$ cat config.mk
export PLATFORM = sky130hd
export DESIGN_NAME = primitive_to_vertex_expander
export DESIGN_NICKNAME = d
export VERILOG_FILES = /design/src/rtl/pve_pkg.sv /design/src/rtl/pve_front.sv /design/src/rtl/pve_queue.sv /design/src/rtl/pve_back.sv /design/src/rtl/primitive_to_vertex_expander.sv
export VERILOG_INCLUDE_DIRS = /design/src /design/src/rtl
export SDC_FILE = /design/constraint.sdc
export NUM_CORES = 1
export LEC_CHECK = 0
export BUFFER_PORTS_ARGS = -buffer_cell sky130_fd_sc_hd__buf_2
export CAP_MARGIN = 40
export CORE_ASPECT_RATIO = 0.9
export CORE_MARGIN = 10
export CORE_UTILIZATION = 55
export DETAILED_ROUTE_END_ITERATION = 10
export PLACE_DENSITY = 0.81
export RECOVER_POWER = 100
export SLEW_MARGIN = 20
export SYNTH_ARGS = -nofsm -noshare
export SYNTH_HDL_FRONTEND = slang
export SYNTH_HIERARCHICAL = 1
export SYNTH_SLANG_ARGS = --single-unit
$ cat constraint.sdc
create_clock -name clock -period 6.5 [get_ports clock]
set_input_delay 0.65 -clock clock [delete_from_list [all_inputs] [get_ports clock]]
set_output_delay 0.65 -clock clock [all_outputs]
set_load 0.005 [all_outputs]
$ cat src/rtl/primitive_to_vertex_expander_defines.svh
// ----------------------------------------------------------------------------
// Primitive to vertex expander assertion macros
// Shared helpers for the concurrent checks at the end of the top level.
// ----------------------------------------------------------------------------
`ifndef PRIMITIVE_TO_VERTEX_EXPANDER_DEFINES_SVH
`define PRIMITIVE_TO_VERTEX_EXPANDER_DEFINES_SVH

// The consequent must hold in the same cycle as the antecedent.
`define PVE_ASSERT_NOW(label, clk, rst, ante, cons, msg) \
   label: assert property (@(posedge clk) disable iff (rst) (ante) |-> (cons)) \
      else $error(msg);

// The consequent must hold in the cycle after the antecedent.
`define PVE_ASSERT_NEXT(label, clk, rst, ante, cons, msg) \
   label: assert property (@(posedge clk) disable iff (rst) (ante) |=> (cons)) \
      else $error(msg);

`endif

$ cat src/rtl/pve_pkg.sv
// ----------------------------------------------------------------------------
// Primitive to vertex expander package
// Widths, primitive codes and the item descriptor shared by all modules.
// ----------------------------------------------------------------------------
package pve_pkg;

   localparam int COORD_W        = 16;
   localparam int WIDE_W         = 17;
   localparam int FUNC_W         = 3;
   localparam int INDEX_BITS     = 20;
   localparam int VERTEX_INDEX_W = 20;
   localparam int MAX_VERTS      = 4;
   localparam int SEL_W          = $clog2(MAX_VERTS);
   localparam int QUEUE_DEPTH    = 2;
   localparam int QPTR_W         = (QUEUE_DEPTH > 1) ? $clog2(QUEUE_DEPTH) : 1;
   localparam int QCNT_W         = $clog2(QUEUE_DEPTH + 1);

   localparam logic [FUNC_W-1:0] FUNC_RECT       = 3'd0;
   localparam logic [FUNC_W-1:0] FUNC_BOX        = 3'd1;
   localparam logic [FUNC_W-1:0] FUNC_SPAN       = 3'd2;
   localparam logic [FUNC_W-1:0] FUNC_LINE_POINT = 3'd3;
   localparam logic [FUNC_W-1:0] FUNC_SEGMENT    = 3'd4;

   typedef struct packed {
      logic [COORD_W-1:0] x;
      logic [COORD_W-1:0] y;
   } vertex_type;

   typedef struct packed {
      vertex_type [MAX_VERTS-1:0] vert;
      logic [SEL_W-1:0]           last_sel;
   } item_type;

endpackage

$ cat src/rtl/pve_front.sv
// ----------------------------------------------------------------------------
// Primitive to vertex expander front end
// Accepts primitives, tracks the line-strip point and builds vertex lists.
// ----------------------------------------------------------------------------
module pve_front
   import pve_pkg::*;
(
   input  logic                      clock,
   input  logic                      reset,
   input  logic                      req_valid,
   output logic                      req_ready,
   input  logic [FUNC_W-1:0]         req_func,
   input  logic signed [COORD_W-1:0] req_coord_a,
   input  logic signed [COORD_W-1:0] req_coord_b,
   input  logic signed [WIDE_W-1:0]  req_coord_c,
   input  logic signed [WIDE_W-1:0]  req_coord_d,
   input  logic                      req_relative_mode,
   input  logic                      req_strip_loop,
   input  logic                      req_first_point,
   input  logic                      req_last_point,
   input  logic                      queue_full,
   output logic                      push_valid,
   output item_type                  push_item
);

   logic [COORD_W-1:0] pt_x_ff, pt_y_ff, pt_x_in, pt_y_in;
   logic [COORD_W-1:0] c16, d16, rect_x2, rect_y2, span_x2;
   logic [COORD_W-1:0] base_x, base_y, px, py;
   logic               accept, has_verts;

   function automatic logic [COORD_W-1:0] adjust_end(input logic signed [COORD_W-1:0] s,
                                                     input logic signed [COORD_W-1:0] e,
                                                     input logic pointlike);
      logic [COORD_W-1:0] r;
      r = e;
      if (e > s) begin
         r = e + COORD_W'(1);
      end else if (e < s) begin
         r = e - COORD_W'(1);
      end else if (pointlike) begin
         r = e + COORD_W'(1);
      end
      return r;
   endfunction

   assign req_ready = !queue_full;
   assign accept    = req_valid && req_ready;

   assign c16     = req_coord_c[COORD_W-1:0];
   assign d16     = req_coord_d[COORD_W-1:0];
   assign rect_x2 = req_coord_a + c16;
   assign rect_y2 = req_coord_b + d16;
   assign span_x2 = req_coord_a + c16 + COORD_W'(1);

   assign base_x = req_first_point ? '0 : pt_x_ff;
   assign base_y = req_first_point ? '0 : pt_y_ff;
   assign px     = req_relative_mode ? base_x + req_coord_a : req_coord_a;
   assign py     = req_relative_mode ? base_y + req_coord_b : req_coord_b;

   always_comb begin
      push_item = '0;
      has_verts = 1'b0;
      pt_x_in   = pt_x_ff;
      pt_y_in   = pt_y_ff;
      case (req_func)
         FUNC_RECT: begin
            push_item.vert[0]  = '{x: req_coord_a, y: req_coord_b};
            push_item.vert[1]  = '{x: rect_x2, y: req_coord_b};
            push_item.vert[2]  = '{x: rect_x2, y: rect_y2};
            push_item.vert[3]  = '{x: req_coord_a, y: rect_y2};
            push_item.last_sel = SEL_W'(3);
            has_verts          = 1'b1;
         end
         FUNC_BOX: begin
            push_item.vert[0]  = '{x: req_coord_a, y: req_coord_b};
            push_item.vert[1]  = '{x: c16, y: req_coord_b};
            push_item.vert[2]  = '{x: c16, y: d16};
            push_item.vert[3]  = '{x: req_coord_a, y: d16};
            push_item.last_sel = SEL_W'(3);
            has_verts          = 1'b1;
         end
         FUNC_SPAN: begin
            push_item.vert[0]  = '{x: req_coord_a, y: req_coord_b};
            push_item.vert[1]  = '{x: span_x2, y: req_coord_b};
            push_item.last_sel = SEL_W'(1);
            has_verts          = 1'b1;
         end
         FUNC_LINE_POINT: begin
            pt_x_in = px;
            pt_y_in = py;
            if (req_last_point && !req_strip_loop) begin
               push_item.vert[0].x = adjust_end(pt_x_ff, px, pt_y_ff == py);
               push_item.vert[0].y = adjust_end(pt_y_ff, py, 1'b0);
            end else begin
               push_item.vert[0] = '{x: px, y: py};
            end
            push_item.last_sel = '0;
            has_verts          = !(req_first_point && req_last_point);
         end
         FUNC_SEGMENT: begin
            push_item.vert[0]   = '{x: req_coord_a, y: req_coord_b};
            push_item.vert[1].x = adjust_end(req_coord_a, c16, req_coord_b == d16);
            push_item.vert[1].y = adjust_end(req_coord_b, d16, 1'b0);
            push_item.last_sel  = SEL_W'(1);
            has_verts           = 1'b1;
         end
         default: begin
            has_verts = 1'b0;
         end
      endcase
   end

   assign push_valid = accept && has_verts;

   always_ff @(posedge clock) begin
      if (reset) begin
         pt_x_ff <= '0;
         pt_y_ff <= '0;
      end else if (accept) begin
         pt_x_ff <= pt_x_in;
         pt_y_ff <= pt_y_in;
      end
   end

endmodule

$ cat src/rtl/pve_queue.sv
// ----------------------------------------------------------------------------
// Primitive to vertex expander item queue
// Short FIFO of vertex lists between the front end and the vertex emitter.
// ----------------------------------------------------------------------------
module pve_queue
   import pve_pkg::*;
(
   input  logic     clock,
   input  logic     reset,
   input  logic     push_valid,
   input  item_type push_item,
   output logic     queue_full,
   output logic     pop_valid,
   input  logic     pop_ready,
   output item_type pop_item
);

   item_type            mem_ff [QUEUE_DEPTH];
   logic [QPTR_W-1:0]   wr_ptr_ff, rd_ptr_ff, wr_ptr_in, rd_ptr_in;
   logic [QCNT_W-1:0]   count_ff, count_in;
   logic                do_push, do_pop;

   function automatic logic [QPTR_W-1:0] next_ptr(input logic [QPTR_W-1:0] p);
      return (p == QPTR_W'(QUEUE_DEPTH - 1)) ? '0 : p + QPTR_W'(1);
   endfunction

   assign queue_full = (count_ff == QCNT_W'(QUEUE_DEPTH));
   assign pop_valid  = (count_ff != '0);
   assign pop_item   = mem_ff[rd_ptr_ff];
   assign do_push    = push_valid && !queue_full;
   assign do_pop     = pop_valid && pop_ready;

   always_comb begin
      wr_ptr_in = do_push ? next_ptr(wr_ptr_ff) : wr_ptr_ff;
      rd_ptr_in = do_pop ? next_ptr(rd_ptr_ff) : rd_ptr_ff;
      count_in  = count_ff;
      if (do_push && !do_pop) begin
         count_in = count_ff + QCNT_W'(1);
      end else if (do_pop && !do_push) begin
         count_in = count_ff - QCNT_W'(1);
      end
   end

   always_ff @(posedge clock) begin
      if (reset) begin
         wr_ptr_ff <= '0;
         rd_ptr_ff <= '0;
         count_ff  <= '0;
      end else begin
         wr_ptr_ff <= wr_ptr_in;
         rd_ptr_ff <= rd_ptr_in;
         count_ff  <= count_in;
      end
   end

   always_ff @(posedge clock) begin
      if (do_push) begin
         mem_ff[wr_ptr_ff] <= push_item;
      end
   end

endmodule

$ cat src/rtl/pve_back.sv
// ----------------------------------------------------------------------------
// Primitive to vertex expander vertex emitter
// Walks queued vertex lists, one indexed vertex per cycle unless stalled.
// ----------------------------------------------------------------------------
module pve_back
   import pve_pkg::*;
(
   input  logic                             clock,
   input  logic                             reset,
   input  logic                             pop_valid,
   output logic                             pop_ready,
   input  item_type                         pop_item,
   output logic                             rsp_valid,
   input  logic                             rsp_ready,
   output logic signed [COORD_W-1:0]        rsp_vertex_x,
   output logic signed [COORD_W-1:0]        rsp_vertex_y,
   output logic [VERTEX_INDEX_W-1:0]        rsp_vertex_index,
   output logic                             rsp_last_of_item
);

   item_type                  cur_ff, cur_in;
   logic                      cur_valid_ff, cur_valid_in;
   logic [SEL_W-1:0]          sel_ff, sel_in;
   logic [INDEX_BITS-1:0]     count_ff, count_in;
   logic                      rsp_valid_ff, rsp_valid_in;
   logic [COORD_W-1:0]        rsp_x_ff, rsp_y_ff;
   logic [VERTEX_INDEX_W-1:0] rsp_index_ff;
   logic                      rsp_last_ff;
   logic                      out_free, emit, finishing, take;

   assign out_free  = !rsp_valid_ff || rsp_ready;
   assign emit      = cur_valid_ff && out_free;
   assign finishing = emit && (sel_ff == cur_ff.last_sel);
   assign pop_ready = !cur_valid_ff || finishing;
   assign take      = pop_ready && pop_valid;

   always_comb begin
      cur_in       = cur_ff;
      cur_valid_in = cur_valid_ff;
      sel_in       = sel_ff;
      if (take) begin
         cur_in       = pop_item;
         cur_valid_in = 1'b1;
         sel_in       = '0;
      end else if (finishing) begin
         cur_valid_in = 1'b0;
      end else if (emit) begin
         sel_in = sel_ff + SEL_W'(1);
      end
      count_in     = emit ? count_ff + INDEX_BITS'(1) : count_ff;
      rsp_valid_in = emit || (rsp_valid_ff && !rsp_ready);
   end

   always_ff @(posedge clock) begin
      if (reset) begin
         cur_valid_ff <= 1'b0;
         sel_ff       <= '0;
         count_ff     <= '0;
         rsp_valid_ff <= 1'b0;
      end else begin
         cur_valid_ff <= cur_valid_in;
         sel_ff       <= sel_in;
         count_ff     <= count_in;
         rsp_valid_ff <= rsp_valid_in;
      end
   end

   always_ff @(posedge clock) begin
      cur_ff <= cur_in;
      if (emit) begin
         rsp_x_ff     <= cur_ff.vert[sel_ff].x;
         rsp_y_ff     <= cur_ff.vert[sel_ff].y;
         rsp_index_ff <= VERTEX_INDEX_W'(count_ff);
         rsp_last_ff  <= finishing;
      end
   end

   assign rsp_valid        = rsp_valid_ff;
   assign rsp_vertex_x     = rsp_x_ff;
   assign rsp_vertex_y     = rsp_y_ff;
   assign rsp_vertex_index = rsp_index_ff;
   assign rsp_last_of_item = rsp_last_ff;

endmodule

$ cat src/rtl/primitive_to_vertex_expander.sv
// ----------------------------------------------------------------------------
// Primitive to vertex expander
// Turns 2D drawing primitives into indexed integer vertices.
// ----------------------------------------------------------------------------
// The req_ channel takes one primitive per transaction: a rectangle, box,
// span, line-strip point or segment selected by req_func. The rsp_ channel
// returns its vertices in order, one per transaction, each with a running
// index and a flag on the last vertex of the primitive. Rectangles and boxes
// give four vertices, spans and segments two, a line-strip point one, and
// unknown codes or single-point strips none.
// The first vertex passes through the queue, the emitter's current-item
// register and the output register. The emitter drives one vertex per cycle
// unless rsp_ready stalls it; a two-entry queue lets the front end keep
// accepting primitives while the emitter works. When rsp_ready is low the
// vertex holds in the output register, the emitter stops, and req_ready falls
// once the queue fills. Reset clears the running line point, the vertex index
// and all valid state; req_ready is high after reset, as the queue is empty.
// ----------------------------------------------------------------------------
`include "primitive_to_vertex_expander_defines.svh"

module primitive_to_vertex_expander
   import pve_pkg::*;
(
   input  logic                      clock,
   input  logic                      reset,
   input  logic                      req_valid,
   output logic                      req_ready,
   input  logic [FUNC_W-1:0]         req_func,
   input  logic signed [COORD_W-1:0] req_coord_a,
   input  logic signed [COORD_W-1:0] req_coord_b,
   input  logic signed [WIDE_W-1:0]  req_coord_c,
   input  logic signed [WIDE_W-1:0]  req_coord_d,
   input  logic                      req_relative_mode,
   input  logic                      req_strip_loop,
   input  logic                      req_first_point,
   input  logic                      req_last_point,
   output logic                      rsp_valid,
   input  logic                      rsp_ready,
   output logic signed [COORD_W-1:0] rsp_vertex_x,
   output logic signed [COORD_W-1:0] rsp_vertex_y,
   output logic [VERTEX_INDEX_W-1:0] rsp_vertex_index,
   output logic                      rsp_last_of_item
);

   logic     queue_full, push_valid, pop_valid, pop_ready;
   item_type push_item, pop_item;

   pve_front u_front (
      .clock             (clock),
      .reset             (reset),
      .req_valid         (req_valid),
      .req_ready         (req_ready),
      .req_func          (req_func),
      .req_coord_a       (req_coord_a),
      .req_coord_b       (req_coord_b),
      .req_coord_c       (req_coord_c),
      .req_coord_d       (req_coord_d),
      .req_relative_mode (req_relative_mode),
      .req_strip_loop    (req_strip_loop),
      .req_first_point   (req_first_point),
      .req_last_point    (req_last_point),
      .queue_full        (queue_full),
      .push_valid        (push_valid),
      .push_item         (push_item)
   );

   pve_queue u_queue (
      .clock      (clock),
      .reset      (reset),
      .push_valid (push_valid),
      .push_item  (push_item),
      .queue_full (queue_full),
      .pop_valid  (pop_valid),
      .pop_ready  (pop_ready),
      .pop_item   (pop_item)
   );

   pve_back u_back (
      .clock            (clock),
      .reset            (reset),
      .pop_valid        (pop_valid),
      .pop_ready        (pop_ready),
      .pop_item         (pop_item),
      .rsp_valid        (rsp_valid),
      .rsp_ready        (rsp_ready),
      .rsp_vertex_x     (rsp_vertex_x),
      .rsp_vertex_y     (rsp_vertex_y),
      .rsp_vertex_index (rsp_vertex_index),
      .rsp_last_of_item (rsp_last_of_item)
   );

   // A primitive that is not finished keeps the output busy in the next cycle.
   `PVE_ASSERT_NEXT(a_vertex_run, clock, reset, rsp_valid && rsp_ready && !rsp_last_of_item, rsp_valid, "vertex run of a primitive was interrupted")

   // Consecutive vertices carry consecutive indices.
   `PVE_ASSERT_NEXT(a_index_step, clock, reset, rsp_valid && rsp_ready, !rsp_valid || (rsp_vertex_index == $past(rsp_vertex_index) + VERTEX_INDEX_W'(1)), "vertex index did not advance by one")

   // A transaction that yields vertices is accepted only when the queue has room.
   `PVE_ASSERT_NOW(a_push_room, clock, reset, push_valid, !queue_full, "vertex list pushed into a full queue")

endmodule

==> flow_summary.ini <==
[sta]
worst_pin_slew_ns = 3.26
timing.fmax_ghz = 0.171
rsz0062_at_grt = false
finalWorstSetupSlack_ns = 0.639
finalSetupTns_ns = 0
drv_slew = 526
hold_viol_final = 0
post-route-period-util = 0.902
setup_viol_count_final = 0
relSlewSlack = -1.18
finalClockSkew_ns = 0.00840
finalCriticalPeriod_ns = 5.86

[route]
drt_pass1_iterations = 6
vias = 19500
drcViolationCount = 0
dr_wl_met2_um = 32900
drt-wirelength-per-cell_um = 22.9
wl_um = 72000
drtIter0Drc = 2131
wl_met1_um = 30700
vias_per_cell = 6.22
ant_nets = 0
route.met3.wl_um = 6400
top_layer = met4

[power]
p_sw_frac = 0.286
switchingPower_mw = 2.83
ir_drop_mv = 0.183
pwr_density_cell_nw_per_um2 = 327
clockPowerShare = 0.303
seqPwrFrac = 0.477
leakage_nw = 10.9
p_comb_frac = 0.220
power_mw = 9.88
internal_power_mw = 7.06

[placement]
dpl.hpwl_um = 50700
gp_congestion = 0.979
pre_cts_ws_ns = 0.234
io_buffer_count = 129
place_area_um2 = 28800
place_inst = 3042

[yosys]
synth_common_cells = 443 x edfxtp_1, 204 x nor2_1, 142 x inv_1
synth_area_um2 = 27100
synth_area_leaders = edfxtp_1 49%, ha_1 6.2%, mux2_2 5.4%
synth.net_count = 2521
ys_seq_elements = 504
syn_inst = 2306
synthFlopType = edfxtp_1
synth_top_area_share = 0.490
syn-mean-instance-area_um2 = 11.8
synth-edff-count = 443
synth_top_area_cell = edfxtp_1
yosysWarnings = 6
synth.distinct_cells = 90
yosysMostFrequentCell = edfxtp_1
async_reset_ff_frac = 0
seq_area_frac_synth = 0.536

[layout]
layout-drive-gt1-share = 0.156
layoutNonFillerInstCount = 3141
nFillCells = 3766
finish.instance_area_um2 = 30200
nNetsFinal = 2681
area_growth_pct = 11.3

[floorplanning]
pin_count = 132
dieArea_um2 = 58600
die_h_um = 231
core_area_um2 = 48900
die_width_um = 254
rows = 77
start_util = 0.554

[grt]
grt_pass1_vias = 19100
globalRouteOverflowTotal = 0
grt_pass1_wl_um = 111000
antenna_found_initial = 2
grt_max_degree = 63
grtUsageTotal = 0.241

[run]
maxCapViolCount = 12

[clocking]
clk_pin_slew_ns = 0.06
cts.sinks = 504
cts_buffer_depth = 3
post_cts_buffers = 0
clock-root-buffer = clkbuf_16
hold_buffers = 0
numCtsBuffers = 52
worstSkewPairLatency_ns = 0.60
h-tree-depth = 2
cts_resized = 0
cts_tree = built

[setup_path]
cp-start-kind = flip-flop
worstPathCellList = nor2b_1, ha_1, inv_1, fa_1, nor2b_1, o31ai_1, a21oi_1, o21ai_0, a211oi_1, or3_1, a31oi_1, inv_1, ha_1, nand4_1, nor2_1, nor4_1, a32oi_1, or4b_2, nor3_1, a21oi_1, or3_1, a32o_1
setup.worst_path.class = reg2reg
r2r_cells = 22
cp-end-kind = flip-flop
slowest_stage = or4b_2
slowest_delay_ns = 0.71
required_ns = 6.83
worstPathMaxFanout = 3
cp.arrival_ns = 6.19

[status]
violations = capacitance limit, slew limit
outcome = finished with violations

[worst_hold_path]
min_path_cells = 2
hold_path.class = reg2reg
[power groups by stage]
stage          Sequential, mW  Combinational (mW)  Clock (mW)
2_1_floorplan            4.72                1.49           0
3_3_place_gp             4.73                2.07           0
3_5_place_dp             4.75                2.21           0
4_1_cts                  4.69                2.23        3.04
5_1_grt                  4.78                2.36        3.16
6_report                 4.72                2.17        2.99
[metrics by stage]
step / util / hold WS (ns)
3_5_place_dp: 0.587 / 0.443
6_report: 0.617 / 0.458
4_1_cts: 0.622 / 0.456
2_1_floorplan: - / 0.423
3_3_place_gp: 0.585 / 0.433
5_1_grt: 0.617 / 0.465
[flip-flops by register name, summed over array words and instances, names as in the netlist, named ones only]
name                     cells
u_back/rsp_vertex_index     20
u_front/pt_x_ff             16
u_back/cur_valid_ff          1
u_queue/count_ff             2
u_queue/rd_ptr_ff            1
u_front/pt_y_ff             16
u_queue/mem_ff             260
u_back/sel_ff                2
u_queue/wr_ptr_ff            1
u_back/rsp_valid             1
u_back/rsp_vertex_y         16
u_back/rsp_vertex_x         16
u_back/cur_ff              130
u_back/count_ff             20
u_back/rsp_last_of_item      1
[layout make-up]
type	count	area, µm²	share of cell area
Antenna cell	1	2.50	0.0000829
Clock buffer	61	1360	0.0449
Clock inverter	35	359	0.0119
Inverter	144	542	0.0179
Multi-Input combinational cell	1541	11400	0.379
Sequential cell	504	14500	0.481
Tap cell	632	791	0.0262
Timing Repair Buffer	223	1180	0.0390
[layout by cell type, fill, tap and decap left out, types with 34 or more instances in the layout]
cell and count:
nor2_1 204, xnor2_1 88, clkbuf_16 53, buf_4 48, nand2_1 124, a211oi_1 43
inv_1 141, mux2_2 112, nand4_1 34, dfxtp_1 60, nand3_1 43, edfxtp_1 443
clkbuf_1 93, ha_1 134, buf_2 79, a21oi_1 119, nor3_1 47, o21ai_0 108
[kinds of logic after synthesis]
kind of cell             after synthesis  share of synthesized area
AO/OA/AOI/OAI                        462                      0.112
XOR/XNOR                             119                     0.0384
adder cells (fa/ha/maj)              138                     0.0648
buffers and inverters                261                     0.0425
flip-flops                           504                      0.536
multiplexers                         185                     0.0891
AND/OR/NAND/NOR                      637                      0.118
[critical path: cells and delay by family, from the launching register on]
family / cells / cell delay, ns
AOI/OAI and AO/OA: 8 / 2.06
adders and majority gates: 3 / 0.73
buffers and inverters: 2 / 0.18
DFF: 1 / 0.33
and+or+nand+nor: 9 / 2.30
[layer usage]
metal  up-vias  global-route usage
met5         -                   0
met4         0              0.0757
met3       151              0.0452
met2       927               0.378
met1      9512               0.335
li1       8945                   -
[worst paths after layout]
kind	from	endpoint	slack (ns)
setup / recovery	u_front/pt_y_ff[0]	u_queue/mem_ff[1][15]	0.64
hold / removal	u_front/pt_x_ff[8]	u_front/pt_x_ff[8]	0.46
setup reg to reg	u_front/pt_y_ff[0]	u_queue/mem_ff[1][15]	0.64
hold reg to reg	u_front/pt_x_ff[8]	u_front/pt_x_ff[8]	0.46
No activity file was read; power rests on OpenSTA's default activity.
